File: src/bfr_pkg.sv
`timescale 1ns / 1ps
// ---------------------------------------------------------------------------
// Byte stuffing framer package
// Shared types and constants for the framer's front end, queue and back end.
// ---------------------------------------------------------------------------
package bfr_pkg;

	localparam int BYTE_BITS = 8;
	localparam int BIT_IDX_W = $clog2(BYTE_BITS);

	typedef logic [BYTE_BITS-1:0] byte_t;

	localparam byte_t FLAG_RESET   = 8'h0F;
	localparam byte_t ESCAPE_RESET = 8'hF0;

	// Configuration register indexes
	localparam int REG_IDX_W = 2;
	typedef enum logic [REG_IDX_W-1:0] {
		REG_UNSTUFF_MODE = 2'd0,
		REG_FLAG_BYTE    = 2'd1,
		REG_ESCAPE_BYTE  = 2'd2
	} reg_idx_t;

	// Byte slots of one job, in send order
	localparam int SLOT_OPEN  = 0;
	localparam int SLOT_ESC   = 1;
	localparam int SLOT_DATA  = 2;
	localparam int SLOT_CLOSE = 3;
	localparam int SLOTS      = 4;

	typedef struct packed {
		logic  unstuff_mode;
		byte_t flag_byte;
		byte_t escape_byte;
	} cfg_t;

	// One queued job: which bytes to send, and whether it ends a frame.
	// No bytes with ends set means a bare end marker.
	typedef struct packed {
		logic  open_flag;
		logic  escape;
		logic  data;
		logic  close_flag;
		logic  ends;
		byte_t data_byte;
	} job_t;

endpackage

File: src/bfr_ifs.sv
`timescale 1ns / 1ps
// ---------------------------------------------------------------------------
// Byte stuffing framer channels
// Valid/ready channels for incoming bits and outgoing result bits.
// ---------------------------------------------------------------------------
interface bfr_bits_if;
	logic valid;
	logic ready;
	logic in_bit;
	logic starts_frame;
	logic ends_frame;

	modport source(output valid, output in_bit, output starts_frame, output ends_frame,
		input ready);
	modport sink(input valid, input in_bit, input starts_frame, input ends_frame,
		output ready);
endinterface

interface bfr_result_if;
	logic valid;
	logic ready;
	logic out_bit;
	logic out_bit_valid;
	logic ends_output_frame;

	modport source(output valid, output out_bit, output out_bit_valid,
		output ends_output_frame, input ready);
	modport sink(input valid, input out_bit, input out_bit_valid,
		input ends_output_frame, output ready);
endinterface

File: src/bfr_front.sv
`timescale 1ns / 1ps
// ---------------------------------------------------------------------------
// Byte stuffing framer front end
// Gathers bits into bytes, classifies them and queues send jobs.
// ---------------------------------------------------------------------------
module bfr_front (
	input  logic          clk,
	input  logic          arst_n,
	bfr_bits_if.sink      bits,
	input  bfr_pkg::cfg_t cfg,
	output bfr_pkg::job_t job,
	output logic          job_push,
	input  logic          job_full
);

	bfr_pkg::byte_t               gather_q;
	logic [bfr_pkg::BIT_IDX_W-1:0] count_q;
	logic                         skip_q;

	bfr_pkg::byte_t               gather_eff;
	bfr_pkg::byte_t               gather_new;
	logic [bfr_pkg::BIT_IDX_W-1:0] count_eff;
	logic                         skip_eff;
	logic                         skip_new;
	logic                         complete;
	logic                         special;
	logic                         drop;
	logic                         accept;

	assign bits.ready = !job_full;
	assign accept     = bits.valid && bits.ready;

	always_comb begin
		gather_eff = bits.starts_frame ? '0 : gather_q;
		count_eff  = bits.starts_frame ? '0 : count_q;
		skip_eff   = bits.starts_frame ? 1'b0 : skip_q;
		gather_new = {gather_eff[bfr_pkg::BYTE_BITS-2:0], bits.in_bit};
		complete   = (count_eff == bfr_pkg::BIT_IDX_W'(bfr_pkg::BYTE_BITS - 1));
		special    = (gather_new == cfg.flag_byte) || (gather_new == cfg.escape_byte);
		drop       = cfg.unstuff_mode && complete && special && !skip_eff;
		// stuff mode never sets skip; unstuff sets it on a dropped byte
		skip_new   = complete ? drop : skip_eff;

		job.open_flag  = !cfg.unstuff_mode && bits.starts_frame;
		job.escape     = !cfg.unstuff_mode && complete && special;
		job.data       = complete && !drop;
		job.close_flag = !cfg.unstuff_mode && bits.ends_frame;
		job.ends       = bits.ends_frame;
		job.data_byte  = gather_new;

		job_push = accept && (job.open_flag || job.escape || job.data || job.ends);
	end

	always_ff @(posedge clk or negedge arst_n) begin
		if (!arst_n) begin
			gather_q <= '0;
			count_q  <= '0;
			skip_q   <= 1'b0;
		end else if (accept) begin
			if (bits.ends_frame) begin
				gather_q <= '0;
				count_q  <= '0;
				skip_q   <= 1'b0;
			end else begin
				gather_q <= complete ? '0 : gather_new;
				count_q  <= count_eff + 1'b1;
				skip_q   <= skip_new;
			end
		end
	end

endmodule

File: src/bfr_fifo.sv
`timescale 1ns / 1ps
// ---------------------------------------------------------------------------
// Byte stuffing framer job queue
// Small register queue between the front and back ends.
// ---------------------------------------------------------------------------
module bfr_fifo #(
	parameter int DEPTH = 4
) (
	input  logic          clk,
	input  logic          arst_n,
	input  logic          push,
	input  bfr_pkg::job_t push_job,
	input  logic          pop,
	output bfr_pkg::job_t head,
	output logic          not_empty,
	output logic          full
);

	localparam int PTR_W = (DEPTH > 1) ? $clog2(DEPTH) : 1;
	localparam int CNT_W = $clog2(DEPTH + 1);

	bfr_pkg::job_t     entries_q [DEPTH];
	logic [PTR_W-1:0]  wr_ptr_q;
	logic [PTR_W-1:0]  rd_ptr_q;
	logic [CNT_W-1:0]  count_q;

	assign head      = entries_q[rd_ptr_q];
	assign not_empty = (count_q != '0);
	assign full      = (count_q == CNT_W'(DEPTH));

	function automatic logic [PTR_W-1:0] ptr_inc(input logic [PTR_W-1:0] p);
		return (p == PTR_W'(DEPTH - 1)) ? '0 : p + 1'b1;
	endfunction

	always_ff @(posedge clk) begin
		if (push) begin
			entries_q[wr_ptr_q] <= push_job;
		end
	end

	always_ff @(posedge clk or negedge arst_n) begin
		if (!arst_n) begin
			wr_ptr_q <= '0;
			rd_ptr_q <= '0;
			count_q  <= '0;
		end else begin
			if (push) begin
				wr_ptr_q <= ptr_inc(wr_ptr_q);
			end
			if (pop) begin
				rd_ptr_q <= ptr_inc(rd_ptr_q);
			end
			unique case ({push, pop})
				2'b10:   count_q <= count_q + 1'b1;
				2'b01:   count_q <= count_q - 1'b1;
				default: count_q <= count_q;
			endcase
		end
	end

	a_no_overflow: assert property (@(posedge clk) disable iff (!arst_n)
		push |-> (count_q < CNT_W'(DEPTH)))
		else $error("job queue overflow");
	a_no_underflow: assert property (@(posedge clk) disable iff (!arst_n)
		pop |-> (count_q != '0))
		else $error("job queue underflow");

endmodule

File: src/bfr_back.sv
`timescale 1ns / 1ps
// ---------------------------------------------------------------------------
// Byte stuffing framer back end
// Serializes queued jobs MSB first into a registered result channel.
// ---------------------------------------------------------------------------
module bfr_back (
	input  logic          clk,
	input  logic          arst_n,
	input  bfr_pkg::cfg_t cfg,
	input  bfr_pkg::job_t head,
	input  logic          head_valid,
	output logic          pop,
	bfr_result_if.source  res
);

	logic                          cur_valid_q;
	logic [bfr_pkg::SLOTS-1:0]     mask_q;
	logic                          ends_q;
	bfr_pkg::byte_t                data_byte_q;
	logic [bfr_pkg::BIT_IDX_W-1:0] bit_idx_q;

	logic                          res_valid_q;
	logic                          res_bit_q;
	logic                          res_bit_valid_q;
	logic                          res_ends_q;

	bfr_pkg::byte_t                sel_byte;
	logic [bfr_pkg::SLOTS-1:0]     low_slot;
	logic [bfr_pkg::SLOTS-1:0]     mask_next;
	logic                          bare;
	logic                          last_bit;
	logic                          cur_done;
	logic                          emit;

	always_comb begin
		priority if (mask_q[bfr_pkg::SLOT_OPEN]) begin
			sel_byte = cfg.flag_byte;
		end else if (mask_q[bfr_pkg::SLOT_ESC]) begin
			sel_byte = cfg.escape_byte;
		end else if (mask_q[bfr_pkg::SLOT_DATA]) begin
			sel_byte = data_byte_q;
		end else begin
			sel_byte = cfg.flag_byte;
		end
		low_slot  = mask_q & (~mask_q + 1'b1);
		bare      = (mask_q == '0);
		last_bit  = bare ||
			(bit_idx_q == bfr_pkg::BIT_IDX_W'(bfr_pkg::BYTE_BITS - 1));
		mask_next = last_bit ? (mask_q & ~low_slot) : mask_q;
		cur_done  = last_bit && (mask_next == '0);
		emit      = cur_valid_q && (!res_valid_q || res.ready);
		pop       = head_valid && (!cur_valid_q || (emit && cur_done));
	end

	always_ff @(posedge clk or negedge arst_n) begin
		if (!arst_n) begin
			cur_valid_q <= 1'b0;
			mask_q      <= '0;
			bit_idx_q   <= '0;
		end else if (pop) begin
			cur_valid_q <= 1'b1;
			mask_q      <= {head.close_flag, head.data, head.escape, head.open_flag};
			bit_idx_q   <= '0;
		end else if (emit) begin
			cur_valid_q <= !cur_done;
			mask_q      <= mask_next;
			bit_idx_q   <= last_bit ? '0 : bit_idx_q + 1'b1;
		end
	end

	always_ff @(posedge clk) begin
		if (pop) begin
			ends_q      <= head.ends;
			data_byte_q <= head.data_byte;
		end
	end

	always_ff @(posedge clk or negedge arst_n) begin
		if (!arst_n) begin
			res_valid_q <= 1'b0;
		end else if (emit) begin
			res_valid_q <= 1'b1;
		end else if (res.ready) begin
			res_valid_q <= 1'b0;
		end
	end

	always_ff @(posedge clk) begin
		if (emit) begin
			res_bit_q       <= !bare &&
				sel_byte[bfr_pkg::BIT_IDX_W'(bfr_pkg::BYTE_BITS - 1) - bit_idx_q];
			res_bit_valid_q <= !bare;
			res_ends_q      <= ends_q && cur_done;
		end
	end

	assign res.valid             = res_valid_q;
	assign res.out_bit           = res_bit_q;
	assign res.out_bit_valid     = res_bit_valid_q;
	assign res.ends_output_frame = res_ends_q;

	a_bare_ends: assert property (@(posedge clk) disable iff (!arst_n)
		(emit && bare) |-> (ends_q && cur_done))
		else $error("bare marker job without frame end");

endmodule

File: src/byte_stuffing_framer.sv
`timescale 1ns / 1ps
// ---------------------------------------------------------------------------
// Byte stuffing framer
// Bit-serial flag/escape framer (stuff) and deframer (unstuff) top level.
// ---------------------------------------------------------------------------
// The first result of an item shows on the result channel once the item has
//   passed the queue write, the back end load and the result register.
// Throughput: one input item per cycle while the job queue has room; the back
//   end sends one result bit per cycle while the result channel is ready, so an
//   escaped byte (16 result bits per 8 input items) lets the queue fill up.
// Reset: arst_n clears gathering state, queue pointers and result valid, and
//   loads the register defaults (stuff mode, flag 0x0F, escape 0xF0).
// ---------------------------------------------------------------------------
module byte_stuffing_framer #(
	parameter int FIFO_DEPTH = 4
) (
	input  logic                          clk,
	input  logic                          arst_n,
	bfr_bits_if.sink                      bits_ch,
	bfr_result_if.source                  result_ch,
	input  logic                          wr_en,
	input  logic [bfr_pkg::REG_IDX_W-1:0] wr_index,
	input  logic [bfr_pkg::BYTE_BITS-1:0] wr_data
);

	// Configuration registers; the user writes them only while the datapath is idle, the block does not enforce it
	bfr_pkg::cfg_t cfg_q;

	// Front end to queue
	bfr_pkg::job_t push_job;
	logic          fifo_push;
	logic          fifo_full;

	// Queue to back end
	bfr_pkg::job_t head_job;
	logic          head_valid;
	logic          fifo_pop;

	always_ff @(posedge clk or negedge arst_n) begin
		if (!arst_n) begin
			cfg_q.unstuff_mode <= 1'b0;
			cfg_q.flag_byte    <= bfr_pkg::FLAG_RESET;
			cfg_q.escape_byte  <= bfr_pkg::ESCAPE_RESET;
		end else if (wr_en) begin
			// writes to an index past the list are dropped
			unique case (wr_index)
				bfr_pkg::REG_UNSTUFF_MODE: cfg_q.unstuff_mode <= wr_data[0];
				bfr_pkg::REG_FLAG_BYTE:    cfg_q.flag_byte    <= wr_data;
				bfr_pkg::REG_ESCAPE_BYTE:  cfg_q.escape_byte  <= wr_data;
				default:                   cfg_q              <= cfg_q;
			endcase
		end
	end

	// Front end: gathers each byte and decides which bytes the item sends
	// (opening flag, escape, data, closing flag) or whether it only marks
	// the frame end. Items that send nothing are not queued.
	bfr_front u_front (
		.clk      (clk),
		.arst_n   (arst_n),
		.bits     (bits_ch),
		.cfg      (cfg_q),
		.job      (push_job),
		.job_push (fifo_push),
		.job_full (fifo_full)
	);

	// Short queue so the bit gatherer keeps taking items while the
	// serializer is busy with a two-byte escape sequence.
	bfr_fifo #(
		.DEPTH (FIFO_DEPTH)
	) u_fifo (
		.clk       (clk),
		.arst_n    (arst_n),
		.push      (fifo_push),
		.push_job  (push_job),
		.pop       (fifo_pop),
		.head      (head_job),
		.not_empty (head_valid),
		.full      (fifo_full)
	);

	// Back end: walks the job's bytes MSB first into the result register;
	// the next job loads on the cycle the current one sends its last bit.
	bfr_back u_back (
		.clk        (clk),
		.arst_n     (arst_n),
		.cfg        (cfg_q),
		.head       (head_job),
		.head_valid (head_valid),
		.pop        (fifo_pop),
		.res        (result_ch)
	);

	a_push_room: assert property (@(posedge clk) disable iff (!arst_n)
		fifo_push |-> !fifo_full)
		else $error("front end pushed into a full queue");

	a_marker_shape: assert property (@(posedge clk) disable iff (!arst_n)
		(result_ch.valid && !result_ch.out_bit_valid) |->
		(result_ch.ends_output_frame && !result_ch.out_bit))
		else $error("bare marker result malformed");

	a_stuff_no_marker: assert property (@(posedge clk) disable iff (!arst_n)
		(result_ch.valid && !cfg_q.unstuff_mode) |-> result_ch.out_bit_valid)
		else $error("bare marker in stuff mode");

endmodule

File: src/flat_wrapper.sv
// flat-port wrapper written by rule: the top's interface ports become plain ports
module byte_stuffing_framer_flat 
#(
	parameter int FIFO_DEPTH = 4
)
  (clk, arst_n, wr_en, wr_index, wr_data, bits_ch_valid, bits_ch_in_bit, bits_ch_starts_frame, bits_ch_ends_frame, bits_ch_ready, result_ch_valid, result_ch_out_bit, result_ch_out_bit_valid, result_ch_ends_output_frame, result_ch_ready);
  bfr_bits_if bits_ch_i ();
  bfr_result_if result_ch_i ();
  input  logic clk;
  input  logic arst_n;
  input  logic wr_en;
  input  logic [bfr_pkg::REG_IDX_W-1:0] wr_index;
  input  logic [bfr_pkg::BYTE_BITS-1:0] wr_data;
  input wire logic [$bits(bits_ch_i.valid)-1:0] bits_ch_valid;
  input wire logic [$bits(bits_ch_i.in_bit)-1:0] bits_ch_in_bit;
  input wire logic [$bits(bits_ch_i.starts_frame)-1:0] bits_ch_starts_frame;
  input wire logic [$bits(bits_ch_i.ends_frame)-1:0] bits_ch_ends_frame;
  output wire logic [$bits(bits_ch_i.ready)-1:0] bits_ch_ready;
  output wire logic [$bits(result_ch_i.valid)-1:0] result_ch_valid;
  output wire logic [$bits(result_ch_i.out_bit)-1:0] result_ch_out_bit;
  output wire logic [$bits(result_ch_i.out_bit_valid)-1:0] result_ch_out_bit_valid;
  output wire logic [$bits(result_ch_i.ends_output_frame)-1:0] result_ch_ends_output_frame;
  input wire logic [$bits(result_ch_i.ready)-1:0] result_ch_ready;
  assign bits_ch_i.valid = bits_ch_valid;
  assign bits_ch_i.in_bit = bits_ch_in_bit;
  assign bits_ch_i.starts_frame = bits_ch_starts_frame;
  assign bits_ch_i.ends_frame = bits_ch_ends_frame;
  assign bits_ch_ready = bits_ch_i.ready;
  assign result_ch_valid = result_ch_i.valid;
  assign result_ch_out_bit = result_ch_i.out_bit;
  assign result_ch_out_bit_valid = result_ch_i.out_bit_valid;
  assign result_ch_ends_output_frame = result_ch_i.ends_output_frame;
  assign result_ch_i.ready = result_ch_ready;
  byte_stuffing_framer #(.FIFO_DEPTH(FIFO_DEPTH)) u_core (.clk(clk), .arst_n(arst_n), .bits_ch(bits_ch_i), .result_ch(result_ch_i), .wr_en(wr_en), .wr_index(wr_index), .wr_data(wr_data));
endmodule
File: config.mk
export PLATFORM = sky130hd
export DESIGN_NAME = byte_stuffing_framer_flat
export DESIGN_NICKNAME = d
export VERILOG_FILES = /design/src/bfr_pkg.sv /design/src/bfr_ifs.sv /design/src/bfr_front.sv /design/src/bfr_fifo.sv /design/src/bfr_back.sv /design/src/byte_stuffing_framer.sv /design/src/flat_wrapper.sv
export SDC_FILE = /design/constraint.sdc
export NUM_CORES = 1
export LEC_CHECK = 0
export ABC_AREA = 1
export BUFFER_PORTS_ARGS = -buffer_cell sky130_fd_sc_hd__clkbuf_2
export CORE_MARGIN = 2
export CORE_UTILIZATION = 45
export DETAILED_ROUTE_END_ITERATION = 8
export SKIP_LAST_GASP = 1
export SLEW_MARGIN = 10
export SYNTH_ARGS = -nofsm -noshare
export SYNTH_HDL_FRONTEND = slang
export SYNTH_HIERARCHICAL = 1
export SYNTH_SLANG_ARGS = --single-unit
File: constraint.sdc
create_clock -name clk -period 5.14 [get_ports clk]
set_clock_uncertainty 0.15 [all_clocks]
set_input_delay 0.257 -clock clk [delete_from_list [all_inputs] [get_ports clk]]
set_output_delay 0.257 -clock clk [all_outputs]
set_load 0.02 [all_outputs]
Yosys cells after proc, flatten, opt, wreduce, memory -nomap -nowiden
Memory sizes are Yosys's and may differ from the RTL's. Cells that the tools add are included.

Shift-type cells: 0. Divide/modulo/power cells: 0. Magnitude comparators: 1. Mux-type cells: 28. Bitwise logic cells: 4. Add/subtract/negate cells: 8. Reductions and logical operators: 41. Equality and inequality tests: 11. Multiply operators: 0.

Operators with widths (number): $mux W8 (3); $mux W7 (3); $eq A8 B8 Y1 (2); $logic_and A1 B1 Y1 (16); $mux W3 (5); $mux W4 (3); $mux W1 (10); $add A3 B1 Y3 const B (3); $eq A3 B3 Y1 const B (3); $and A4 B4 Y4 (2); $eq A2 B2 Y1 const B (4); $logic_not A1 Y1 (8); $logic_not A4 Y1 (2); $not A4 Y4 (2); $logic_or A1 B1 Y1 (7); $pmux W3 S2 (1); $reduce_and A2 Y1 (3); $reduce_bool A2 Y1 (3); $add A2 B1 Y2 const B (2); $add A4 B1 Y4 const B (1); $eq A2 B1 Y1 const B (2); $lt A3 B4 Y1 const B (1); $mux W2 (2); $bmux W1 S3 (1); other kinds (4) (4).

Memories kept: 1. Input bits: 18. Bits in registers: 56. Memory bits (writable): 52. Output and inout bits: 5. Word-level logic and storage cells: 112. Bits in latches: 0. Memory bits (read-only): 0.

Memories: u_core.u_fifo.entries_q (words 4, width 13, rd ports 1, clocked after Yosys merged registers in 0, write ports 1, line bfr_fifo.sv:22) `bfr_pkg::job_t entries_q [DEPTH];`.

Logic depth before layout (Yosys ltp)
Gate-level depths: netlist of the first run.

Depth after elaboration: 13. Gate-level depth with buffers: 23.

Cells and area by module
The synthesis of the first run kept the hierarchy.

By module, submodules not included: bfr_fifo (area each 2561.2 um^2, instances 1, cells an instance 204, seq. area each 1736.7 um^2); bfr_back (area each 1133.6 um^2, instances 1, cells an instance 131, seq. area each 585.6 um^2); bfr_front (area each 932.1 um^2, instances 1, cells an instance 159, seq. area each 275.3 um^2); byte_stuffing_framer (area each 737.0 um^2, instances 1, cells an instance 78, seq. area each 435.4 um^2).

Least setup slack after synthesis of the first run
Ideal clock, no wire load.

Kind: reg2reg. Start point: register u_core/u_back/bit_idx_q[1] (netlist name). End point: register u_core.u_fifo.count_q[2]. Buffers on the path: 0. Slack: 2.529 ns. Stages on the path, launching flop included: 18. Arrival time: 2.344 ns. Data required time: 4.873 ns. Period minus slack after synthesis: 2.611 ns. Library setup time: 0.117 ns. Cells stage by stage: dfrtp_1 ha_1 ha_1 inv_1 nor2_2 nand3_1 nand2_1 nand4_1 nand2_2 nand2_4 inv_2 ha_1 inv_1 fa_1 nand2_1 nand3_1 nand2_1 nand2_1.

Word-level cells in the longest chain between the ends: 10. Elaborated cells on any way between the ends: 12. Those cells by class: eq/ne: 3; mux: 2; reduce/logical: 7.

Ends and longest elaborated chain: start: declaration (line bfr_back.sv:20) `logic [bfr_pkg::BIT_IDX_W-1:0] bit_idx_q;`; start signal: assignment (line bfr_back.sv:67) `bit_idx_q <= last_bit ? '0 : bit_idx_q + 1'b1;`; $eq A3 B3 Y1 * (line bfr_back.sv:48) `(bit_idx_q == bfr_pkg::BIT_IDX_W'(bfr_pkg::BYTE_BITS - 1));`; $logic_or A1 B1 Y1 * (line bfr_back.sv:47) `last_bit = bare ||`; $mux W4 (line bfr_back.sv:49) `mask_next = last_bit ? (mask_q & ~low_slot) : mask_q;`; $logic_not A4 Y1 (line bfr_back.sv:50) `cur_done = last_bit && (mask_next == '0);`; $logic_and A1 B1 Y1 * (line bfr_back.sv:50); $logic_and A1 B1 Y1 * (line bfr_back.sv:52) `pop = head_valid && (!cur_valid_q || (emit && cur_done));`; $logic_or A1 B1 Y1 * (line bfr_back.sv:52); $logic_and A1 B1 Y1 * (line bfr_back.sv:52); net u_core.fifo_pop (line byte_stuffing_framer.sv:37) `logic fifo_pop;`; $eq A2 B1 Y1 / $eq A2 B2 Y1 (equally long branches) (line bfr_fifo.sv:53) `unique case ({push, pop})`; $pmux W3 S2 / $reduce_bool A2 Y1 (equally long branches); end signal: assignment (line bfr_fifo.sv:54) `2'b10: count_q <= count_q + 1'b1;`; end signal: assignment (line bfr_fifo.sv:55) `2'b01: count_q <= count_q - 1'b1;`; end signal: assignment (line bfr_fifo.sv:56) `default: count_q <= count_q;`; end: declaration (line bfr_fifo.sv:25) `logic [CNT_W-1:0] count_q;`.

The timed path passes the listed nets; every way through them passes the cells marked *. A chain may end at the register's enable or synchronous reset.

Final worst setup path of the first run
Start point: register u_core/u_back/bit_idx_q[0] (netlist name). End point: register u_core.u_fifo.count_q[2].

The elaborated chain is that of the path after synthesis.

==> results of run 1 <==
## state kept, by name (all words and copies together), names as in the netlist
signal,cells
u_core/u_front/skip_q,1
u_core/u_front/gather_q,7
u_core/u_back/res.out_bit_valid,1
u_core/u_back/mask_q,4
u_core/u_back/data_byte_q,8
u_core/u_back/res.ends_output_frame,1
u_core/u_fifo/wr_ptr_q,2
u_core/u_fifo/rd_ptr_q,2
u_core/u_back/cur_valid_q,1
u_core/u_fifo/entries_q,52
u_core/u_front/count_q,3
u_core/u_back/bit_idx_q,3
u_core/u_fifo/count_q,3
u_core/u_back/res.out_bit,1
u_core/u_back/ends_q,1
u_core/u_back/res.valid,1
u_core/cfg_q,17
## repair_timing
| action | 4_1_cts | 5_1_grt |
|---|---|---|
| hold endpoints to repair | 47 | 0 |
| setup buffers | 0 | 0 |
| hold buffers | 9 | 0 |
## metal layers
| metal | track usage [%] | wire [um] |
|---|---|---|
| met1 | 26.2 | 5500 |
| met2 | 31.0 | 5380 |
| met3 | 5.20 | 511 |
| met4 | 4.55 | 103 |
| met5 | 0 | 0 |
## metrics by stage
| step | total power, mW | std cells | cell area [sq um] |
|---|---|---|---|
| floorplan | 1.98 | 572 | 5360 |
| global placement | 2.16 | 720 | 5490 |
| detailed placement | 2.18 | 720 | 5490 |
| CTS | 2.99 | 745 | 5930 |
| global route | 3.15 | 745 | 5930 |
| finish | 2.96 | 745 | 5930 |
## logic make-up (layout without fill, tap and decap cells)
| group | count (synthesis) | in the layout |
|---|---|---|
| buf+inv | 114 | 144 |
| compound gates | 67 | 67 |
| xor+xnor | 2 | 2 |
| simple gates | 270 | 270 |
| fa+ha+maj | 11 | 11 |
| flops | 108 | 108 |
## layout make-up
cell class | instances | area (sq um)
sequential | 108 | 3030
clock buffer | 9 | 225
clock inverter | 7 | 120
multi-input combinational | 350 | 1800
timing repair buffer | 32 | 208
inverter | 96 | 363
fill | 1060 | 5590
tap | 143 | 179
## power groups by stage
stage               sequential (mW)  clock, mW  combinational, mW
floorplan                      1.25          0              0.725
global placement               1.30          0              0.856
detailed placement             1.31          0              0.875
CTS                            1.29      0.814              0.884
global route                   1.31      0.846              0.997
finish                         1.29      0.796              0.873
## tightest hold or removal path, stage by stage
cell	delay (ns)
sky130_fd_sc_hd__clkbuf_2	0.08
sky130_fd_sc_hd__inv_1	0.06
sky130_fd_sc_hd__nand2_1	0.06
sky130_fd_sc_hd__nand2_1	0.04
## worst max path at each step
stage / end / slack (ns) / cells after the start
4_1_cts: u_core/u_fifo/count_q[2] / 1.99 / 17
5_1_grt: u_core/u_fifo/count_q[2] / 1.76 / 17
3_3_place_gp: u_core/u_fifo/count_q[2] / 2.09 / 17
6_report: u_core/u_fifo/count_q[2] / 2.00 / 17
2_1_floorplan: u_core/u_fifo/count_q[2] / 2.53 / 17
3_5_place_dp: u_core/u_fifo/count_q[2] / 1.98 / 17
## Yosys cell counts (5+ instances only)
cell | number | area (sq um)
sky130_fd_sc_hd__o22ai_1 | 6 | 37.5
sky130_fd_sc_hd__dfstp_2 | 8 | 210
sky130_fd_sc_hd__inv_2 | 11 | 41.3
sky130_fd_sc_hd__o21ai_0 | 13 | 65.1
sky130_fd_sc_hd__inv_1 | 84 | 315
sky130_fd_sc_hd__nand3_1 | 25 | 125
sky130_fd_sc_hd__a21oi_1 | 5 | 25.0
sky130_fd_sc_hd__edfxtp_1 | 64 | 1920
sky130_fd_sc_hd__o211ai_1 | 25 | 188
sky130_fd_sc_hd__nor2_1 | 35 | 131
sky130_fd_sc_hd__nand4_1 | 21 | 131
sky130_fd_sc_hd__buf_4 | 6 | 45.0
sky130_fd_sc_hd__dfrtp_1 | 36 | 901
sky130_fd_sc_hd__o21ai_1 | 5 | 25.0
sky130_fd_sc_hd__ha_1 | 10 | 125
sky130_fd_sc_hd__o211ai_2 | 9 | 113
sky130_fd_sc_hd__nand2_1 | 177 | 664
sky130_fd_sc_hd__buf_6 | 10 | 113
==> run summary, run 1 <==
The overall routing resource usage was 19.2%. The level count of the clock H-tree is 3, and the number of sinks driven by the clock tree is 108. Setup repair after global routing left no endpoint under its margin.

The final max-slew violation count was 0. In this run the static leakage power is 2.74 nW. The library cells used most frequently in the layout, excluding fill and tap cells, are sky130_fd_sc_hd__nand2_1 (177), sky130_fd_sc_hd__inv_1 (84), sky130_fd_sc_hd__edfxtp_1 (64). After Yosys synthesis, XOR and XNOR cells account for 0.327% of the synthesized area. The minimum clock period after layout was 3.14 ns.

The library cell used most frequently in the layout, excluding fill and tap cells, is sky130_fd_sc_hd__nand2_1. The tools report the detailed-route DRC error count as 1. Worst-case hold path end point: u_core/u_back/res.valid. The number of nets at the end of the flow was 626. The final critical path takes up 61.0% of the cycle. The initial antenna violation count is 0.

Internal power comes to 1.90 mW. Combinational cells account for 29.5% of the total power. The number of buffers and inverters on the critical path was 3; the setup slack after placement was 1.98 ns.

The total grt overflow was 0. In this run the most critical hold path is launched from result_ch_ready. The tools report the element type at the critical path end as a register. The tools report the start point of the critical path as u_core/u_back/bit_idx_q[0].

Clock latency at the later pin of the worst-skew pair: 0.35 ns. Synthesis instantiated 31 different standard cells from the library. The number of enable flip-flop cells after synthesis was 64. The Yosys step of the flow raised 6 warnings.

The root buffer cell is sky130_fd_sc_hd__clkbuf_16. Summed over all layers, the routed wires come to 11.5 mm. From bottom edge to top edge, the die measures 113 um. 0 antenna diodes ended up in the layout. In this run the cell area of the synthesized design comes to 5360 sq um. The worst register-to-register path has a depth of 17. The full die area was 12,800 sq um. The checks that failed: design-rule violations.

Post-detailed-route via-to-cell ratio: 5.14. The area overhead of the layout relative to synthesis was 10.5%; the proportion of synthesized flip-flops having asynchronous set or reset was 40.7%. Once routing completed, OpenROAD measured the worst setup slack at 2.00 ns. The kind of critical path was reg -> reg.

The clock slew at the register clock pins of the worst setup and hold paths is 0.07 ns. In this run the critical register-to-register path is launched from u_core/u_back/bit_idx_q[0]. Hold is met by 0.0222 ns.

Of the synthesized area, sequential elements account for 56.5%. The count of input and output buffers came out at 22. Dividing the detail-routed wire length by the instance count gives 15.4 um. Once detailed placement completed, the half-perimeter wirelength came to 7.93 mm. The run finished, with violations left. The effective utilization at floorplan was 46.6%; the summed negative setup slack over all endpoints was 0 ns. Measured along the x axis, the die boundary spans 113 um. The most frequently used flop master after synthesis was sky130_fd_sc_hd__edfxtp_1.

Power spread over the standard cell area amounts to 499 nW/um^2. In this run, the number of DRC markers left after iteration 0 of detailed routing was 309. The clock passes through at most 2 buffers.

The type of element launching the critical path was a register. The relative max-transition margin came out at 39.7%. The area fraction in and, or, nand and nor cells after synthesis works out to 21.3%. Final number of setup-violating endpoints: 0. For the number of instances in the synthesized netlist, the log shows 572. After Yosys synthesis, full adders, half adders and majority gates account for 2.71% of the synthesized area. 23 I/O pins were placed. For the worst setup path, the data required time is 5.24 ns.

The number of routed nets with antenna violations is 0, and the mean instance size in the synthesized netlist is 9.38 sq um. Final-report hold violation count: 0. The logs give 11,500 sq um for the area of the core region and 18.7 mm for the first-pass GRT wire length.

The iteration count of the initial detailed-routing pass is 7. Counting flops and latches in the post-synthesis netlist gives 108. Along the worst path, the maximum fanout reaches 15. The worst hold path passes through 4 cells.

Critical register-to-register path endpoint: u_core/u_fifo/count_q[2]. In this run switching power makes up 35.6% of total power. Gates resized during post-CTS repair numbered 0. Via count of the first global-routing pass: 3,620. For the final cell utilization of the core, the log shows 51.5%. The largest individual stage delay along the critical path comes from the cell sky130_fd_sc_hd__dfrtp_1. Per report_power, the clock group accounts for 26.9% of the total. The tools report the max capacitance violation total as 0. For the net count after synthesis, the log shows 601. TritonCTS built the clock tree.

For the number of cell rows, the log shows 39. The worst hold path belongs to the class in -> reg. Entering global routing, the biggest net connects 54 pins. The peak supply drop came out at 0.253 mV. The cell that appears most often on the critical path is sky130_fd_sc_hd__nand2_1.

The worst-case register-to-register setup slack came out at 2.00 ns. The number of clock buffers added by TritonCTS is 9. Routability-driven placement finished with a final weighted congestion of 0.814.

STA puts the critical path data arrival time at 3.24 ns. The multiplexer area fraction after synthesis is 0%. The synthesized netlist devotes 9.19% of its cell area to compound gates. In this design, the largest share of critical-path delay is due to adder cells. By area, the combinational part of the netlist is dominated by simple AND/OR/NAND/NOR gates. Timing would allow up to 319 MHz. The share of post-route cells with drive strength above 1 was 13.3%. For the pin with the worst max-slew slack, the measured transition is 0.903 ns. In this run, flip-flops and latches consume 43.6% of the power.

The signal on the critical path passes through ha_1, ha_1, inv_1, nor2_2, nand3_1, nand2_1, nand4_1, nand2_2, nand2_4, inv_2, ha_1, inv_1, fa_1, nand2_1, nand3_1, nand2_1, nand2_1. For this design the total switching power over the nets is 1.05 mW. The largest single stage delay on the critical path is 0.59 ns. For this block, the via count after detailed routing is 3,826.
(Power assumes the default switching activity.)
==> inputs of run 2 (changes only) <==
--- a/config.mk
+++ b/config.mk
@@ -5,7 +5,7 @@
 export SDC_FILE = /design/constraint.sdc
 export NUM_CORES = 1
 export LEC_CHECK = 0
-export ABC_AREA = 1
+export ABC_AREA = 0
 export BUFFER_PORTS_ARGS = -buffer_cell sky130_fd_sc_hd__clkbuf_2
 export CORE_MARGIN = 2
 export CORE_UTILIZATION = 45
==> constraint.sdc (replaced) <==
create_clock -name clk -period 2.65 [get_ports clk]
set_clock_uncertainty 0.15 [all_clocks]
set_input_delay 0.1325 -clock clk [delete_from_list [all_inputs] [get_ports clk]]
set_output_delay 0.1325 -clock clk [all_outputs]
set_load 0.02 [all_outputs]
==> run 2 against run 1 <==
  * The flow finishes with violations (negative setup slack)
  * Wire length fell by 8.9%
  * Utilization rose by 4.2 points
  * Critical path depth fell by 5
  * Critical path type unchanged
==> run summary, run 2 <==
The die height works out to 110 um (-2.7%). The number of instances in the synthesized netlist was 343 (-40%); the logic depth of the worst register-to-register path was 12 (-5). The most frequently used flop master after synthesis was sky130_fd_sc_hd__edfxtp_1.

From synthesis to final layout, the design area changed by 19.6%. The tools report the timing endpoint of the critical path as u_core/u_fifo/count_q[2]. The internal power is 3.50 mW (+84%), and the post-detailed-route via-to-cell ratio is 5.43 (+5.7%). The mean instance size in the synthesized netlist was 14.8 sq um (+57%).

The worst setup path is captured at a register. For the summed negative setup slack over all endpoints, the log shows -0.178 ns (-0.178 ns). Power density over the cells: 844 nW/um^2 (+69%). The flip-flop count of the largest register after layout came out at 52 (unchanged). The count of input and output buffers came out at 22 (unchanged). The tools report the net count after synthesis as 372 (-38%). The signal arrival time at the worst endpoint came out at 2.97 ns (-0.27 ns).

Summed over all instances, the cell type with the most area after synthesis is sky130_fd_sc_hd__edfxtp_1. The largest net degree at the start of global routing is 28 (-48%). The run gives 0 (unchanged) as the max capacitance violation total. Number of enable flip-flop cells after synthesis: 64 (unchanged). Register with the most flip-flops: u_core/u_fifo/entries_q. By area the synthesized netlist is led by sky130_fd_sc_hd__edfxtp_1 (38%), sky130_fd_sc_hd__dfrtp_1 (18%), sky130_fd_sc_hd__mux4_2 (4.9%). The tools report the type of element launching the critical path as a register.

The path class of the tightest hold or removal check is in -> reg. Library cell with the highest instance count after synthesis: sky130_fd_sc_hd__edfxtp_1. The run gives 0.0370 ns (+0.0148 ns) as the final hold slack. The logs give 0.38 ns (+0.03 ns) for the clock latency at the later pin of the worst-skew pair and 0.811 (-0.37%) for the routability-driven placement congestion ratio.

The share of post-route cells with drive strength above 1 is 36.9% (+24 points), and the count of inserted antenna diode cells is 0 (unchanged). The part of the Yosys area used for sequential elements is 59.9% (+3.3 points), and the full die area is 12,100 sq um (-5.4%). Switching power of the nets: 1.61 mW (+53%). Kind of critical path: reg -> reg. The warning count from the yosys run was 6 (unchanged). The via count is 3,099 (-19%), and the maximum fanout count along the critical path is 2 (-13). The iteration count of the initial detailed-routing pass was 4 (-3); the average routed wire per standard cell was 18.3 um (+19%).

The peak supply drop is 0.461 mV (+82%). The tools report the number of filler instances in the final layout as 903 (-15%). The detailed-route DRC error count is 0 (-1), and the area share of the leading cell type in the synthesized netlist is 37.9% (+2.1 points). The run gives 2 (+2) as the final number of setup-violating endpoints. Slack of the critical path: -0.164 ns (-2.17 ns). The ratio of final minimum period to clock period is 106% (+45 points).

The minimum clock period after layout was 2.81 ns (-0.323 ns). The tools report the area of the core region as 10,900 sq um (-5.5%). Worst-case register-to-register setup slack: -0.16 ns (-2.17 ns).

The number of routed nets with antenna violations is 0 (unchanged), and the fraction of power spent switching nets is 31.6% (-4.1 points). The final max-slew violation count was 0 (unchanged). The tree is rooted in a sky130_fd_sc_hd__clkbuf_8. The number of DRC markers in iteration 0 was 165 (-47%).

The largest registers in the layout are u_core/u_fifo/entries_q (52), u_core/cfg_q (17), u_core/u_back/data_byte_q (8). The flop and latch count out of synthesis was 108 (unchanged); the clock share of power was 20.3% (-6.6 points). The worst register-to-register path begins at u_core/cfg_q[3]. Detailed-placement wirelength estimate: 7.68 mm (-3.1%). The number of sinks driven by the clock tree was 108 (unchanged). In the layout the commonest cells are sky130_fd_sc_hd__edfxtp_1 (64), sky130_fd_sc_hd__buf_4 (53), sky130_fd_sc_hd__dfrtp_1 (33). The final-report hold violation count was 0 (unchanged).

The instance count along the most critical hold path is 3 (-1). Start point of the critical path: u_core/cfg_q[3]. For the post-synthesis instance area, the log shows 5060 sq um (-5.6%). The final reports fail on negative setup slack.

TritonCTS built the clock tree. The top-level I/O count was 23 (unchanged). The run gives 2 (unchanged) as the number of buffers on the longest clock path. The number of buffers created by CTS is 9 (unchanged), and the first-pass GRT wire length is 16.7 mm (-11%). For the final routed wirelength across all metal layers, the log shows 10.5 mm (-8.9%).

Ranked by instance count, the synthesized netlist is headed by sky130_fd_sc_hd__edfxtp_1 (64), sky130_fd_sc_hd__dfrtp_1 (36), sky130_fd_sc_hd__mux2_2 (19), sky130_fd_sc_hd__nor2_1 (16). The overall routing resource usage was 19.2% (-0.078 points); the share of total power in combinational logic was 31.8% (+2.3 points). The transition time at the pin with the least slew margin works out to 0.760 ns (-0.143 ns). Setup repair after global routing could not meet its margin everywhere. The upper clock frequency limit is 355 MHz (+11%), and the distinct cell type count after synthesis is 72 (+130%). The most common cell after layout, fill and taps aside is sky130_fd_sc_hd__edfxtp_1.

The sequential share of power is 47.9% (+4.3 points), and the number of nets at the end of the flow is 455 (-27%). Clock slew at the register clock pins of the worst setup and hold paths: 0.10 ns (+0.03 ns). The proportion of synthesized flip-flops having asynchronous set or reset is 40.7% (unchanged), and the relative max-transition margin is 49.3% (+9.6 points). The run gives 2.81 ns (-2.43 ns) as the worst endpoint required time.

The level count of the clock H-tree was 3 (unchanged); the overall die width was 110 um (-2.7%). The number of cell rows came out at 38 (-2.6%). The total grt overflow is 0 (unchanged), and the via count of the first global-routing pass is 3,121 (-14%). The worst register-to-register path ends at u_core/u_fifo/count_q[2]. The logs give 2.32 nW (-15%) for the leakage power total and 0 (unchanged) for the initial antenna violation count. For the effective utilization at floorplan, the log shows 46.5% (-0.060 points). The run finished, with violations left.
run 2: cell types whose count changed in the layout (fill, tap and decap cells not counted), sizes merged, moves of 5 or more:
cell / change
buf: +53
nand3: -25
nand4: -21
inv: -81
and2: +5
o211ai: -34
nor2b: +13
mux2: +20
a22oi: +5
nand2: -167
mux4: +16
nand2b: +6
a22o: +5
nor2: -22
run 2: how the worst min path moves through the flow:
| stage | end | start |
|---|---|---|
| 2_1_floorplan | u_core/cfg_q[0] | arst_n |
| 3_3_place_gp | u_core/u_back/cur_valid_q | arst_n |
| 3_5_place_dp | u_core/u_back/res.valid | arst_n |
| 4_1_cts | u_core/cfg_q[16] | wr_index[1] |
| 5_1_grt | u_core/cfg_q[16] | wr_index[1] |
| 6_report | u_core/cfg_q[16] | wr_index[1] |
run 2: metrics by stage:
step                util [%]  power, mW  setup WS [ns]  area (sq um)  instances
finish                  55.7       5.11         -0.164          6060        571
global route            55.7       5.43         -0.238          6060        571
CTS                     55.4       5.16         -0.180          6030        570
detailed placement      52.3       4.09         -0.278          5690        542
global placement        52.3       4.03         -0.198          5690        542
floorplan                  -       3.58         -0.247          5110        343
run 2: worst max-delay path, stage by stage, from the launching register on:
cell and delay, ns:
sky130_fd_sc_hd__dfrtp_1 0.39, sky130_fd_sc_hd__or4b_4 0.54, sky130_fd_sc_hd__o31ai_2 0.07, sky130_fd_sc_hd__and4_1 0.26, sky130_fd_sc_hd__a22oi_2 0.11, sky130_fd_sc_hd__o21a_1 0.22, sky130_fd_sc_hd__inv_2 0.09, sky130_fd_sc_hd__ha_4 0.13
sky130_fd_sc_hd__inv_2 0.04, sky130_fd_sc_hd__fa_2 0.32, sky130_fd_sc_hd__xor2_1 0.16, sky130_fd_sc_hd__nor2_1 0.11, sky130_fd_sc_hd__xor2_1 0.15
run 2: cell type report:
class | count | area, sq um | area share, %
multi-input combinational | 203 | 1930 | 31.9
sequential | 108 | 3040 | 50.1
clock buffer | 10 | 138 | 2.27
tap | 140 | 175 | 2.89
timing repair buffer | 87 | 638 | 10.5
inverter | 17 | 66.3 | 1.09
clock inverter | 6 | 71.3 | 1.18
run 2: what timing repair did:
action                                  CTS  global route
hold buffers                             11             0
buffers inserted                          1             1
gates resized for setup                   4             6
endpoints found under the setup margin    2             2
pin swaps                                 5             1
endpoints found under the hold margin    46             0
cloned                                    0             0
run 2: routing by layer:
metal / part of all wire [%] / vias to the layer above / GRT usage (%) / wire length, um
met3: 4.4 / 10 / 4.94 / 465
li1: - / 1479 / - / -
met2: 48 / 57 / 30.4 / 5010
met4: 1.2 / 0 / 5.09 / 123
met5: 0 / - / 0 / 0
met1: 47 / 1553 / 26.4 / 4870
run 2: power by group through the flow:
stage	registers [mW]	logic [mW]	clock network, mW
detailed placement	2.49	1.60	0
finish	2.45	1.62	1.04
global placement	2.47	1.56	0
CTS	2.45	1.63	1.08
floorplan	2.42	1.17	0
global route	2.49	1.79	1.14
run 2: cell families (layout without fill, tap and decap cells):
kind of cell,count (synthesis),in the layout,synth area share (%)
adders and majority gates,12,12,3.09
muxes,37,37,12.1
xor gates and xnor gates,8,8,1.38
DFF,108,108,59.9
buffers and inverters,32,120,3.43
and+or+nand+nor,84,84,10.3
AOI/OAI and AO/OA,62,62,9.78
==> inputs of run 3 (changes only) <==
--- a/config.mk
+++ b/config.mk
@@ -7,11 +7,9 @@
 export LEC_CHECK = 0
 export ABC_AREA = 0
 export BUFFER_PORTS_ARGS = -buffer_cell sky130_fd_sc_hd__clkbuf_2
-export CORE_MARGIN = 2
 export CORE_UTILIZATION = 45
 export DETAILED_ROUTE_END_ITERATION = 8
-export SKIP_LAST_GASP = 1
-export SLEW_MARGIN = 10
+export SLEW_MARGIN = 20
 export SYNTH_ARGS = -nofsm -noshare
 export SYNTH_HDL_FRONTEND = slang
 export SYNTH_HIERARCHICAL = 1
==> run 3 against run 2 <==
  * Wire length increased by 1.3%
  * Power increased by 1.7%
  * Largest cell class unchanged
  * First-iteration DRC count increased by 3.6%
  * The flow still finishes with violations (negative setup slack)
  * Sequential power about the same
  * Maximum frequency increased by 1.9%
  * Critical endpoint unchanged
  * Final area increased by 0.45%
  * Critical path type unchanged
==> run summary, run 3 (synthesis results as in run 2) <==
The minimum clock period after layout came out at 2.76 ns (-0.0518 ns). The average routed wire per standard cell was 18.5 um (+0.75%). The checks that failed: negative setup slack.

The final max-slew violation count came out at 0 (unchanged). Setup repair after global routing could not meet its margin everywhere. The upper clock frequency limit is 362 MHz (+1.9%). The number of nets at the end of the flow came out at 458 (+0.66%). The largest registers in the layout are u_core/u_fifo/entries_q (52), u_core/cfg_q (17), u_core/u_back/data_byte_q (8). Number of cell rows: 38 (unchanged). Worst hold-check path type: in -> reg. The ratio of final minimum period to clock period was 104% (-2.0 points); the total grt overflow was 0 (unchanged). The root buffer cell is sky130_fd_sc_hd__clkbuf_8. In the layout the commonest cells are sky130_fd_sc_hd__edfxtp_1 (64), sky130_fd_sc_hd__buf_4 (57), sky130_fd_sc_hd__dfrtp_1 (33). The post-detailed-route via-to-cell ratio came out at 5.49 (+1.1%). Flip-flop count of the largest register after layout: 52 (unchanged).

Top-level I/O count: 23 (unchanged). The iteration count of the initial detailed-routing pass was 4 (unchanged). The element type at the critical path end is a register.

The tools report the first-pass GRT wire length as 17.0 mm (+1.7%). For the largest net degree at the start of global routing, the log shows 32 (+14%). For the relative max-transition margin, the log shows 41.9% (-7.4 points). TritonCTS built the clock tree.

For the detailed-route DRC error count, the log shows 0 (unchanged). The level count of the clock H-tree was 3 (unchanged). The tools report the worst endpoint required time as 2.79 ns (-0.02 ns). Ranked by flip-flop count, first place goes to u_core/u_fifo/entries_q. For the effective utilization at floorplan, the log shows 46.5% (unchanged). The via count of the first global-routing pass was 3,232 (+3.6%); the die height was 108 um (-1.8%). The count of input and output buffers was 22 (unchanged). The area of the core region was 10,900 sq um (unchanged). The overall die width was 108 um (-1.8%). The number of sinks driven by the clock tree was 108 (unchanged). Kind of critical path: reg -> reg.

For the number of routed nets with antenna violations, the log shows 0 (unchanged). The setup slack after placement is -0.261 ns (+0.0170 ns). The share of post-route cells with drive strength above 1 was 36.9% (about the same); the full die area was 11,700 sq um (-3.6%).

The run gives 2 (unchanged) as the number of buffers on the longest clock path. The overall routing resource usage came out at 19.8% (+0.61 points). The flow ran to the end, but the final reports show violations.

Count of inserted antenna diode cells: 0 (unchanged). Number of buffers created by CTS: 9 (unchanged). The tools report the slack of the critical path as -0.112 ns (+0.0518 ns). Detailed-placement wirelength estimate: 7.67 mm (-0.24%).

Relative to the synthesized area, the layout overhead comes to 20.2%. The logs give 10.6 mm (+1.3%) for the final routed wirelength across all metal layers and 0.816 (+0.68%) for the routability-driven placement congestion ratio. The library cell used most frequently in the layout, excluding fill and tap cells, is sky130_fd_sc_hd__edfxtp_1. The signal arrival time at the worst endpoint is 2.90 ns (-0.07 ns), and the power density over the cells is 854 nW/um^2 (+1.3%).

The run gives 0 (unchanged) as the max capacitance violation total. The leakage power total was 2.34 nW (+0.87%); the final-report hold violation count was 0 (unchanged). The via count is 3,150 (+1.6%). The type of element launching the critical path is a register.

Number of DRC markers in iteration 0: 171 (+3.6%). The clock slew at the register clock pins of the worst setup and hold paths is 0.10 ns (about the same), and the clock latency at the later pin of the worst-skew pair is 0.37 ns (about the same). Peak supply drop: 0.474 mV (+2.8%). The summed negative setup slack over all endpoints is -0.112 ns (+0.0658 ns), and the transition time at the pin with the least slew margin is 0.872 ns (+0.112 ns). The maximum fanout count along the critical path is 2 (unchanged), and the initial antenna violation count is 0 (unchanged). The tools report the final number of setup-violating endpoints as 1 (-1).
-- run 3: layout make-up --
type	count	area (sq um)
inverters	17	66.3
repair buffers	90	658
well taps	140	175
clock buffers	10	128
fillers	903	4800
clock inverters	6	96.3
flip-flops and latches	108	3040
multi-input cells	203	1930
-- run 3: critical path, stage by stage, from the launching register on --
cell	delay [ns]
sky130_fd_sc_hd__dfrtp_1	0.38
sky130_fd_sc_hd__or4b_1	0.52
sky130_fd_sc_hd__o31ai_1	0.08
sky130_fd_sc_hd__and4_1	0.25
sky130_fd_sc_hd__a22oi_2	0.10
sky130_fd_sc_hd__o21a_1	0.22
sky130_fd_sc_hd__inv_2	0.09
sky130_fd_sc_hd__ha_4	0.13
sky130_fd_sc_hd__inv_2	0.03
sky130_fd_sc_hd__fa_2	0.32
sky130_fd_sc_hd__xor2_1	0.16
sky130_fd_sc_hd__nor2_1	0.10
sky130_fd_sc_hd__xor2_1	0.14
-- run 3: per-stage QoR --
stage	std cells	util (%)	area, sq um	hold WS [ns]	total power, mW
after floorplan	343	-	5110	-0.313	3.58
after global placement	543	52.4	5700	0.130	4.04
after detailed placement	543	52.4	5700	0.136	4.10
after CTS	572	55.6	6060	0.00748	5.25
after global routing	574	55.9	6090	0.0140	5.51
final	574	55.9	6090	0.0293	5.20
-- run 3: where the power goes --
group | internal, mW | switching [mW]
registers | 2.17 | 0.258
clock network | 0.547 | 0.573
logic | 0.861 | 0.791
total | 3.58 | 1.62
-- run 3: worst paths after layout --
kind	startpoint	to	slack, ns	cells after the start
min in group asynchronous	arst_n	u_core/cfg_q[12]	0.26	2
worst min-delay path	bits_ch_in_bit	u_core/u_fifo/entries_q[2][0]	0.03	2
worst max-delay path	u_core/cfg_q[2]	u_core/u_fifo/count_q[2]	-0.11	12
worst max register to register	u_core/cfg_q[2]	u_core/u_fifo/count_q[2]	-0.11	12
worst min register to register	u_core/u_front/count_q[2]	u_core/u_front/count_q[2]	0.34	2
max in group asynchronous	arst_n	u_core/u_front/gather_q[6]	1.36	3
-- run 3: timing repair --
| action | 4_1_cts | 5_1_grt |
|---|---|---|
| gates cloned | 0 | 0 |
| resized for setup | 2 | 6 |
| hold buffers | 10 | 0 |
| buffers inserted | 3 | 2 |
| setup endpoints to repair | 2 | 6 |
| endpoints found under the hold margin | 40 | 0 |
| pin swaps | 4 | 1 |
-- run 3: layer usage --
layer	part of all wire, %	vias to the layer above	GRT usage, %
met4	1.3	0	5.77
met3	4.0	8	3.62
met2	49	63	32.1
met5	0	-	0
met1	46	1598	27.2
li1	-	1481	-
